<file path="config.mk">
export PLATFORM = sky130hd
export DESIGN_NAME = ascii_register_command_parser
export DESIGN_NICKNAME = d
export VERILOG_FILES = /design/src/sv/arcp_pkg.sv /design/src/sv/arcp_ram.sv /design/src/sv/ascii_register_command_parser.sv
export SDC_FILE = /design/constraint.sdc
export NUM_CORES = 2
export LEC_CHECK = 0
export BUFFER_PORTS_ARGS = -buffer_cell sky130_fd_sc_hd__buf_2
export CAP_MARGIN = 25
export CORE_ASPECT_RATIO = 0.7
export CORE_UTILIZATION = 30
export CTS_BUF_LIST = sky130_fd_sc_hd__clkbuf_4 sky130_fd_sc_hd__clkbuf_8 sky130_fd_sc_hd__clkbuf_16
export DETAILED_ROUTE_END_ITERATION = 8
export GPL_TIMING_DRIVEN = 0
export HOLD_SLACK_MARGIN = 0.05
export MAX_ROUTING_LAYER = met4
export PLACE_DENSITY = 0.45
export SLEW_MARGIN = 25
export SYNTH_ARGS = -nofsm -noshare
export SYNTH_HDL_FRONTEND = slang
export SYNTH_HIERARCHICAL = 1
export SYNTH_MEMORY_MAX_BITS = 65536
export SYNTH_SLANG_ARGS = --single-unit
</file>
<file path="constraint.sdc">
create_clock -name i_clk -period 10.97 [get_ports i_clk]
set_input_delay 2.194 -clock i_clk [delete_from_list [all_inputs] [get_ports i_clk]]
set_output_delay 2.194 -clock i_clk [all_outputs]
set_load 0.05 [all_outputs]
</file>
<file path="src/sv/arcp_pkg.sv">
`default_nettype none
package arcp_pkg;
    localparam int CHANNELS_DEF  = 4;
    localparam int REG_WORDS_DEF = 256;

    localparam logic [3:0] ST_READY = 4'd0;
    localparam logic [3:0] ST_ADDR  = 4'd1;
    localparam logic [3:0] ST_IDCMD = 4'd2;
    localparam logic [3:0] ST_TID   = 4'd3;
    localparam logic [3:0] ST_OP    = 4'd4;
    localparam logic [3:0] ST_OPEX  = 4'd5;
    localparam logic [3:0] ST_DATA  = 4'd6;
    localparam logic [3:0] ST_HEX   = 4'd7;
    localparam logic [3:0] ST_END   = 4'd8;
    localparam logic [3:0] ST_DONE  = 4'd9;

    localparam logic [3:0] OPC_NONE = 4'd0;
    localparam logic [3:0] OPC_READ = 4'd1;
    localparam logic [3:0] OPC_ADD  = 4'd2;
    localparam logic [3:0] OPC_SUB  = 4'd3;
    localparam logic [3:0] OPC_MUL  = 4'd4;
    localparam logic [3:0] OPC_DIV  = 4'd5;
    localparam logic [3:0] OPC_AND  = 4'd6;
    localparam logic [3:0] OPC_OR   = 4'd7;
    localparam logic [3:0] OPC_XOR  = 4'd8;
    localparam logic [3:0] OPC_BIT  = 4'd9;
    localparam logic [3:0] OPC_EQU  = 4'd10;

    localparam logic [1:0] KIND_ID    = 2'd0;
    localparam logic [1:0] KIND_WRITE = 2'd1;
    localparam logic [1:0] KIND_REMOTE = 2'd2;

    localparam logic [1:0] CFG_DEVICE_ID = 2'd0;
    localparam logic [1:0] CFG_REPLY_EN  = 2'd1;
    localparam logic [1:0] CFG_MASTER_EN = 2'd2;

    localparam logic [7:0] DEVICE_ID_RST = 8'd1;
endpackage
`default_nettype wire

</file>
<file path="src/sv/arcp_ram.sv">
`default_nettype none
module arcp_ram #(
    parameter int WIDTH = 16,
    parameter int DEPTH = 256
) (
    input  wire logic                     i_clk,
    input  wire logic                     i_we,
    input  wire logic [$clog2(DEPTH)-1:0] i_waddr,
    input  wire logic [WIDTH-1:0]         i_wdata,
    input  wire logic [$clog2(DEPTH)-1:0] i_raddr,
    output logic      [WIDTH-1:0]         o_rdata
);
    logic [WIDTH-1:0] r_mem [DEPTH];
    always_ff @(posedge i_clk) begin
        if (i_we) r_mem[i_waddr] <= i_wdata;
        o_rdata <= r_mem[i_raddr];
    end
endmodule
`default_nettype wire

</file>
<file path="src/sv/ascii_register_command_parser.sv">
// A byte that does not finish a command passes an accept and a parse cycle; an identity
// or remote result is valid right after the parse cycle.
// A byte that finishes a register command adds a store read, one operation pass and
// a write back; multiply and divide run the operation through a 16-step shift unit.
// A new byte waits until the last one is through and while a finished result is held.
// Reset: synchronous active low; contexts go idle, config to defaults, and a
// clearing pass over all REG_WORDS words zeroes the register store before the first byte.
`default_nettype none
module ascii_register_command_parser #(
    parameter int CHANNELS  = arcp_pkg::CHANNELS_DEF,
    parameter int REG_WORDS = arcp_pkg::REG_WORDS_DEF
) (
    input  wire logic        i_clk,
    input  wire logic        i_rst_n,
    input  wire logic        s_axis_tvalid,
    output logic             s_axis_tready,
    input  wire logic [15:0] s_axis_tdata,   // [1:0] channel, [9:2] byte_req, zero fill
    input  wire logic        m_axis_tready,
    output logic             m_axis_tvalid,
    output logic [39:0]      m_axis_tdata,   // out_channel, kind, reg_address, value,
                                             // show_hex, out_of_range, zero fill
    input  wire logic        i_cfg_valid,
    output logic             o_cfg_ready,
    input  wire logic [1:0]  i_cfg_index,
    input  wire logic [7:0]  i_cfg_data
);
    localparam int AW = (REG_WORDS > 1) ? $clog2(REG_WORDS) : 1;
    localparam int CW = (CHANNELS > 1) ? $clog2(CHANNELS) : 1;

    typedef enum logic [2:0] {
        S_CLEAR, S_IDLE, S_PARSE, S_READ, S_EXEC, S_ITER, S_WRITE
    } t_state;

    t_state r_state;

    // per-channel contexts
    logic [3:0]  r_pst   [CHANNELS];
    logic [15:0] r_addr  [CHANNELS];
    logic [15:0] r_data  [CHANNELS];
    logic [7:0]  r_tid   [CHANNELS];
    logic [7:0]  r_bidx  [CHANNELS];
    logic [3:0]  r_op    [CHANNELS];
    logic [2:0]  r_flags [CHANNELS];

    logic [7:0]  r_dev_id;
    logic        r_reply_en, r_master_en;

    logic [1:0]  r_chan;
    logic [7:0]  r_byte;
    logic [AW:0] r_clr;
    logic [15:0] r_acc, r_opnd, r_rem;
    logic [4:0]  r_cnt;
    logic        r_oor;
    logic [15:0] r_caddr;
    logic        r_hex;
    logic [3:0]  r_cop;
    logic [3:0]  r_cbit;

    logic        r_ovalid;
    logic [39:0] r_odata;

    logic          ram_we;
    logic [AW-1:0] ram_waddr;
    logic [15:0]   ram_wdata, ram_rdata;
    logic [15:0]   res_val;

    arcp_ram #(.WIDTH(16), .DEPTH(REG_WORDS)) u_ram (
        .i_clk  (i_clk),
        .i_we   (ram_we),
        .i_waddr(ram_waddr),
        .i_wdata(ram_wdata),
        .i_raddr(r_caddr[AW-1:0]),
        .o_rdata(ram_rdata)
    );

    // take a byte only when the output register is free or drains this cycle
    assign s_axis_tready = (r_state == S_IDLE) && (!r_ovalid || m_axis_tready);
    assign o_cfg_ready   = 1'b1;
    assign m_axis_tvalid = r_ovalid;
    assign m_axis_tdata  = r_odata;

    // final value: product, all-ones divide-by-zero result, or r_acc (quotient or other op)
    assign res_val = (r_cop == arcp_pkg::OPC_MUL) ? r_rem
                   : (r_cop == arcp_pkg::OPC_DIV && r_opnd == 16'd0) ? 16'hFFFF
                   : r_acc;

    assign ram_we    = (r_state == S_CLEAR) || (r_state == S_WRITE && !r_oor);
    assign ram_waddr = (r_state == S_CLEAR) ? r_clr[AW-1:0] : r_caddr[AW-1:0];
    assign ram_wdata = (r_state == S_CLEAR) ? 16'd0 : res_val;

    // combinational parse of the held byte against its channel context
    logic [3:0]  p_pst;
    logic [15:0] p_addr, p_data;
    logic [7:0]  p_tid, p_bidx;
    logic [3:0]  p_op;
    logic [2:0]  p_flags;
    logic        dec, hexd;
    logic [3:0]  dig, hdig;
    logic [CW-1:0] ci;

    always_comb begin
        ci   = r_chan[CW-1:0];
        dec  = (r_byte >= "0") && (r_byte <= "9");
        dig  = 4'(r_byte - "0");
        hexd = 1'b1;
        if (dec) hdig = dig;
        else if (r_byte >= "a" && r_byte <= "f") hdig = 4'(r_byte - "a" + 8'd10);
        else if (r_byte >= "A" && r_byte <= "F") hdig = 4'(r_byte - "A" + 8'd10);
        else begin
            hdig = 4'd0;
            hexd = 1'b0;
        end
        p_pst = r_pst[ci]; p_addr = r_addr[ci]; p_data = r_data[ci];
        p_tid = r_tid[ci]; p_bidx = r_bidx[ci]; p_op = r_op[ci]; p_flags = r_flags[ci];
        case (r_pst[ci])
            arcp_pkg::ST_ADDR: begin
                if (dec) p_addr = 16'((p_addr << 3) + (p_addr << 1) + 16'(dig));
                else if (r_byte == "@") p_pst = arcp_pkg::ST_TID;
                else if (r_byte == "]" || r_byte == ")") p_pst = arcp_pkg::ST_OP;
                else if (r_byte == "i" || r_byte == "I") p_pst = arcp_pkg::ST_IDCMD;
                else p_pst = arcp_pkg::ST_READY;
            end
            arcp_pkg::ST_IDCMD: begin
                if (r_byte == "d" || r_byte == "D") p_flags[2] = 1'b1;
                else if (r_byte == "]") p_pst = arcp_pkg::ST_OP;
                else p_pst = arcp_pkg::ST_READY;
            end
            arcp_pkg::ST_TID: begin
                if (dec) p_tid = 8'((p_tid << 3) + (p_tid << 1) + 8'(dig));
                else if (r_byte == "]") p_pst = arcp_pkg::ST_OP;
                else p_pst = arcp_pkg::ST_READY;
            end
            arcp_pkg::ST_OP: begin
                p_pst = arcp_pkg::ST_OPEX;
                case (r_byte)
                    "+": p_op = arcp_pkg::OPC_ADD;
                    "-": p_op = arcp_pkg::OPC_SUB;
                    "*": p_op = arcp_pkg::OPC_MUL;
                    "/": p_op = arcp_pkg::OPC_DIV;
                    "&": p_op = arcp_pkg::OPC_AND;
                    "|": p_op = arcp_pkg::OPC_OR;
                    "^": p_op = arcp_pkg::OPC_XOR;
                    ".": p_op = arcp_pkg::OPC_BIT;
                    "=": begin
                        p_op = arcp_pkg::OPC_EQU;
                        p_pst = arcp_pkg::ST_DATA;
                    end
                    "?": begin
                        p_op = arcp_pkg::OPC_READ;
                        p_pst = arcp_pkg::ST_END;
                    end
                    "x": begin
                        p_flags[1] = 1'b1;
                        p_pst = arcp_pkg::ST_OP;
                    end
                    default: p_pst = arcp_pkg::ST_READY;
                endcase
            end
            arcp_pkg::ST_OPEX: begin
                if (dec) p_bidx = 8'((p_bidx << 3) + (p_bidx << 1) + 8'(dig));
                else if (r_byte == "=") begin
                    p_bidx = p_bidx & 8'h0F;
                    p_pst = arcp_pkg::ST_DATA;
                end else p_pst = arcp_pkg::ST_READY;
            end
            arcp_pkg::ST_DATA: begin
                if (dec) p_data = 16'((p_data << 3) + (p_data << 1) + 16'(dig));
                else if (r_byte == ";") p_pst = arcp_pkg::ST_DONE;
                else if (r_byte == "x" || r_byte == "X") begin
                    p_data = 16'd0;
                    p_flags[1] = 1'b1;
                    p_pst = arcp_pkg::ST_HEX;
                end else p_pst = arcp_pkg::ST_READY;
            end
            arcp_pkg::ST_HEX: begin
                if (hexd) p_data = {p_data[11:0], hdig};
                else if (r_byte == ";") p_pst = arcp_pkg::ST_DONE;
                else p_pst = arcp_pkg::ST_READY;
            end
            arcp_pkg::ST_END: begin
                if (r_byte == ";") p_pst = arcp_pkg::ST_DONE;
            end
            default: ;
        endcase
    end

    logic        tid_ok;
    logic [15:0] bit_mask;
    logic [16:0] div_try;
    assign tid_ok   = (p_tid == 8'd0) || (p_tid == r_dev_id);
    assign bit_mask = 16'd1 << r_cbit;
    assign div_try  = {r_rem, r_acc[15]} - {1'b0, r_opnd};

    always_ff @(posedge i_clk) begin
        if (!i_rst_n) begin
            r_state     <= S_CLEAR;
            r_clr       <= '0;
            r_ovalid    <= 1'b0;
            r_dev_id    <= arcp_pkg::DEVICE_ID_RST;
            r_reply_en  <= 1'b1;
            r_master_en <= 1'b1;
            for (int c = 0; c < CHANNELS; c++) begin
                r_pst[c] <= arcp_pkg::ST_READY;
                r_addr[c] <= '0; r_data[c] <= '0; r_tid[c] <= '0;
                r_bidx[c] <= '0; r_op[c] <= arcp_pkg::OPC_NONE; r_flags[c] <= '0;
            end
        end else begin
            if (r_ovalid && m_axis_tready) r_ovalid <= 1'b0;
            // config writes land at any time
            if (i_cfg_valid) begin
                case (i_cfg_index)
                    arcp_pkg::CFG_DEVICE_ID: r_dev_id <= i_cfg_data;
                    arcp_pkg::CFG_REPLY_EN:  r_reply_en <= i_cfg_data[0];
                    arcp_pkg::CFG_MASTER_EN: r_master_en <= i_cfg_data[0];
                    default: ;
                endcase
            end
            case (r_state)
                S_CLEAR: begin
                    r_clr <= r_clr + 1'b1;
                    if (r_clr == (AW+1)'(REG_WORDS - 1)) r_state <= S_IDLE;
                end
                S_IDLE: begin
                    // hold off while a finished result still waits
                    if (s_axis_tvalid && s_axis_tready) begin
                        r_chan <= s_axis_tdata[1:0];
                        r_byte <= s_axis_tdata[9:2];
                        r_state <= (32'(s_axis_tdata[1:0]) < CHANNELS) ? S_PARSE : S_IDLE;
                    end
                end
                S_PARSE: begin
                    r_state <= S_IDLE;
                    r_pst[ci] <= p_pst; r_addr[ci] <= p_addr; r_data[ci] <= p_data;
                    r_tid[ci] <= p_tid; r_bidx[ci] <= p_bidx; r_op[ci] <= p_op;
                    r_flags[ci] <= p_flags;
                    r_caddr <= p_addr;
                    r_opnd  <= p_data;
                    r_hex   <= p_flags[1];
                    r_cop   <= p_op;
                    r_cbit  <= p_bidx[3:0];
                    r_oor   <= 32'(p_addr) >= REG_WORDS;
                    r_odata <= '0;
                    r_odata[1:0] <= r_chan;
                    if (p_pst == arcp_pkg::ST_DONE) begin
                        r_pst[ci] <= arcp_pkg::ST_READY;
                        if (p_flags[2]) begin
                            if (r_reply_en) begin
                                r_odata[3:2] <= arcp_pkg::KIND_ID;
                                r_odata[35:20] <= {8'd0, r_dev_id};
                                r_ovalid <= 1'b1;
                            end
                        end else if (tid_ok) begin
                            if (!p_flags[0]) begin
                                if (r_master_en) begin
                                    r_odata[3:2] <= arcp_pkg::KIND_REMOTE;
                                    r_odata[19:4] <= p_addr;
                                    r_odata[35:20] <= p_data;
                                    r_odata[36] <= p_flags[1];
                                    r_ovalid <= 1'b1;
                                end
                            end else r_state <= S_READ;
                        end
                    end
                    // frame start restarts the context after the byte
                    if (r_byte == "[" || r_byte == "(") begin
                        r_pst[ci] <= arcp_pkg::ST_ADDR;
                        r_addr[ci] <= '0; r_data[ci] <= '0; r_tid[ci] <= '0;
                        r_bidx[ci] <= '0; r_op[ci] <= arcp_pkg::OPC_NONE;
                        r_flags[ci] <= {2'b00, r_byte == "["};
                    end
                end
                S_READ: r_state <= S_EXEC;
                S_EXEC: begin
                    r_cnt <= 5'd0;
                    r_rem <= '0;
                    r_state <= S_WRITE;
                    case (r_cop)
                        arcp_pkg::OPC_ADD: r_acc <= (r_oor ? 16'd0 : ram_rdata) + r_opnd;
                        arcp_pkg::OPC_SUB: r_acc <= (r_oor ? 16'd0 : ram_rdata) - r_opnd;
                        arcp_pkg::OPC_AND: r_acc <= (r_oor ? 16'd0 : ram_rdata) & r_opnd;
                        arcp_pkg::OPC_OR:  r_acc <= (r_oor ? 16'd0 : ram_rdata) | r_opnd;
                        arcp_pkg::OPC_XOR: r_acc <= (r_oor ? 16'd0 : ram_rdata) ^ r_opnd;
                        arcp_pkg::OPC_EQU: r_acc <= r_opnd;
                        arcp_pkg::OPC_BIT: r_acc <= (r_opnd != 16'd0)
                            ? ((r_oor ? 16'd0 : ram_rdata) | bit_mask)
                            : ((r_oor ? 16'd0 : ram_rdata) & ~bit_mask);
                        arcp_pkg::OPC_MUL, arcp_pkg::OPC_DIV: begin
                            r_acc <= r_oor ? 16'd0 : ram_rdata;
                            r_state <= S_ITER;
                        end
                        default: r_acc <= r_oor ? 16'd0 : ram_rdata;
                    endcase
                end
                S_ITER: begin
                    // one shift-add or shift-subtract step per cycle
                    r_cnt <= r_cnt + 5'd1;
                    if (r_cop == arcp_pkg::OPC_MUL) begin
                        // r_rem holds the product, r_acc the multiplicand, shifted into place per step
                        if (r_opnd[r_cnt[3:0]]) r_rem <= r_rem + (r_acc << r_cnt[3:0]);
                    end else begin
                        r_rem <= div_try[16] ? {r_rem[14:0], r_acc[15]} : div_try[15:0];
                        r_acc <= {r_acc[14:0], ~div_try[16]};
                    end
                    if (r_cnt == 5'd15) r_state <= S_WRITE;
                end
                S_WRITE: begin
                    r_state <= S_IDLE;
                    if (r_reply_en) begin
                        r_odata[3:2] <= arcp_pkg::KIND_WRITE;
                        r_odata[19:4] <= r_caddr;
                        r_odata[35:20] <= res_val;
                        r_odata[36] <= r_hex;
                        r_odata[37] <= r_oor;
                        r_ovalid <= 1'b1;
                    end
                end
                default: r_state <= S_IDLE;
            endcase
        end
    end
endmodule
`default_nettype wire
</file>
==> metrics.yaml <==
status: "finished, final reports clean"
layout-drive-gt1-share_pct: 25.8
p_seq_share_pct: 54.6
grt.total_usage_pct: 22.2
die_w_um: 934
synthDistinctLibCells: 89
grt-ovfl-total: 0
postRouteAntennaNets: 0
htreeDepth: 5
n_fill_cell: 56000
synth-seq-cells: 4484
power_switching_w: 0.00700
timing.max_cap.violations: 0
syn_avg_cell_area_um2: 18.9
hold_path_class: "flop to flop"
period_share_pct: 67.1
routedWlPerCell_um: 35.6
first_iter_violations: 15500
drc: 0
post-route-min-period_ns: 7.36
gp_congestion: 0.975
setup_viol: 0
drtPass1Iterations: 7
clk_path_buf_depth: 4
crit_fanout: 10
synth_edf_count: 4443
start_kind: "flop"
antenna_found_initial: 77
cts_tree: "built"
cts_buffers: 446
initial_core_util_pct: 30.1
clkTransAtPathRegs_ns: 0.06
finalSetupTns_ns: 0
ctsResizeCount: 0
clock-sinks: 4484
r2r_slack_ns: 3.61
worstPathArrival_ns: 8.23
row_count: 239
syn_area_mm2: 0.182
cts-root-buf: "clkbuf_16"
slew_viol_final: 0
multi_input_area_mm2: 0.0464
syn_inst: 9628
grt_max_degree: 37
intPower_w: 0.0271
synthArstFlopShare_pct: 0
fin_total_pwr_w: 0.0341
leakage_nw: 72.4
via_count: 106000
cp-end-kind: "flop"
grt_pass1_vias: 100000
fin_nets: 10700
pwr-share-comb_pct: 0.8
io_pins: 74
final_hold_viol_count: 0
relSlewSlack_pct: 14.3
power.share.clock_pct: 44.6
power_density_mw_per_mm2: 157
rsz0062_at_grt: "no"
die-area_mm2: 0.611
cts_hold_buffers: 0
syn2layout_area_growth_pct: 19.0
grt_pass1_wl_um: 899000
tightest_slew_ns: 1.29
placement.io_buffers: 63
vias_per_cell: 5.55
yosys_warnings: 6
synth_flop_cell: "edfxtp_1"
core-area_mm2: 0.605
ff_latch_area_mm2: 0.134
netSwitchingFraction_pct: 20.5
fmax_mhz: 136
ir_drop_v: 0.000135
crit_required_ns: 11.84
wirelength_um: 678000
finClkSkew_ns: 0.0913
die_y_um: 654
insertion_delay_ns: 1.08
ys_seq_area_share_pct: 73.6
hpwlAfterDp_um: 505000
path_class: "flop to flop"
post_cts_buffers: 0
## per-stage QoR
stage	utilization, %	setup slack [ns]	area [um^2]	std cells	hold WS, ns
after global placement	31.8	-12.43	193000	17800	0.493
after CTS	35.8	3.28	217000	19000	0.509
after global routing	35.8	3.25	217000	19000	0.542
after floorplan	-	1.06	182000	9629	0.466
final	35.8	3.61	217000	19000	0.512
after detailed placement	33.4	3.28	202000	18200	0.497
## worst paths after layout
| check | from | to | cells past startpoint |
|---|---|---|---|
| max reg2reg | flop | r_data[2][15] | 17 |
| max | flop | r_data[2][15] | 17 |
| min reg2reg | r_clr[8] | r_clr[8] | 2 |
| min | r_clr[8] | r_clr[8] | 2 |
## routing by layer
layer,global-route usage (%),wire length [um]
met5,-,0
met1,33.9,317000
met2,28.7,265000
met4,4.58,15700
met3,6.68,79500
## area by class of cell
class / instances / area share, %
Buffer: 564 / 1.53
Clock inverter: 259 / 0.970
Clock buffer: 561 / 5.62
Inverter: 136 / 0.236
Timing Repair Buffer: 464 / 3.68
Multi-Input combinational cell: 4445 / 21.4
Antenna cell: 26 / 0.0300
Sequential cell: 4484 / 61.9
Tap cell: 8073 / 4.66
## layout by cell type (no fill, tap or decap), drive strengths merged, types with 155 or more instances in the layout
cell       n
edfxtp  4443
clkbuf   879
mux4     860
buf      710
nor2     641
mux2i    618
a21oi    291
nand2    264
o221ai   254
clkinv   207
o22ai    176
inv      155
## state kept, by name, indices dropped and copies added, names as in the netlist, 8 cells and up, named ones only
name,count
r_caddr,16
r_dev_id,8
r_acc,16
r_tid,32
r_bidx,16
r_addr,64
r_opnd,16
r_clr,9
r_op,16
r_pst,16
r_data,64
u_ram/r_mem,4096
r_flags,12
u_ram/o_rdata,16
m_axis_tdata,38
r_rem,16
r_byte,8
## Yosys cell counts (all sizes together) (43+ instances only)
library cell,n,area [um^2]
xnor2,72,631
nor3,125,637
nand2,264,991
nand3,68,340
a21oi,291,1460
mux2i,618,6190
inv,135,507
a22o,52,455
a22oi,62,465
ha,154,1930
mux4,860,19400
buf,249,1960
a211oi,44,330
clkbuf,315,1180
edfxtp,4443,133000
a221oi,43,377
nor2,641,2410
o221ai,254,2230
o21ai,148,741
mux2,101,1140
o22ai,176,1100
## critical path, stage by stage (launching register included)
cell	delay [ns]
dfxtp_1	0.47
buf_1	0.56
buf_2	0.48
buf_1	0.58
clkbuf_1	0.67
mux4_2	0.55
fa_1	0.54
ha_1	0.31
a211oi_1	0.26
nor2_1	0.13
o41ai_1	0.37
o21ai_0	0.27
o41ai_1	0.51
o21ai_0	0.22
xnor2_1	0.18
a21oi_1	0.71
nand2_1	0.23
nor2_1	0.15
## logic make-up after synthesis
family	synth area share, %
flip-flops	73.6
multiplexers	14.6
AND/OR/NAND/NOR	3.26
AO/OA/AOI/OAI	4.84
buffers and inverters	2.00
adder cells (fa/ha/maj)	1.16
XOR/XNOR	0.476
other	0.00412
## power by group through the flow
stage / Clock (W) / Combinational [W] / Sequential, W
finish: 0.0152 / 0.000289 / 0.0186
global route: 0.0161 / 0.000302 / 0.0186
CTS: 0.0155 / 0.000285 / 0.0186
detailed placement: 0 / 0.000284 / 0.0190
global placement: 0 / 0.000248 / 0.0190
floorplan: 0 / 0.000135 / 0.0190
Power figures use the tool's default switching activity.
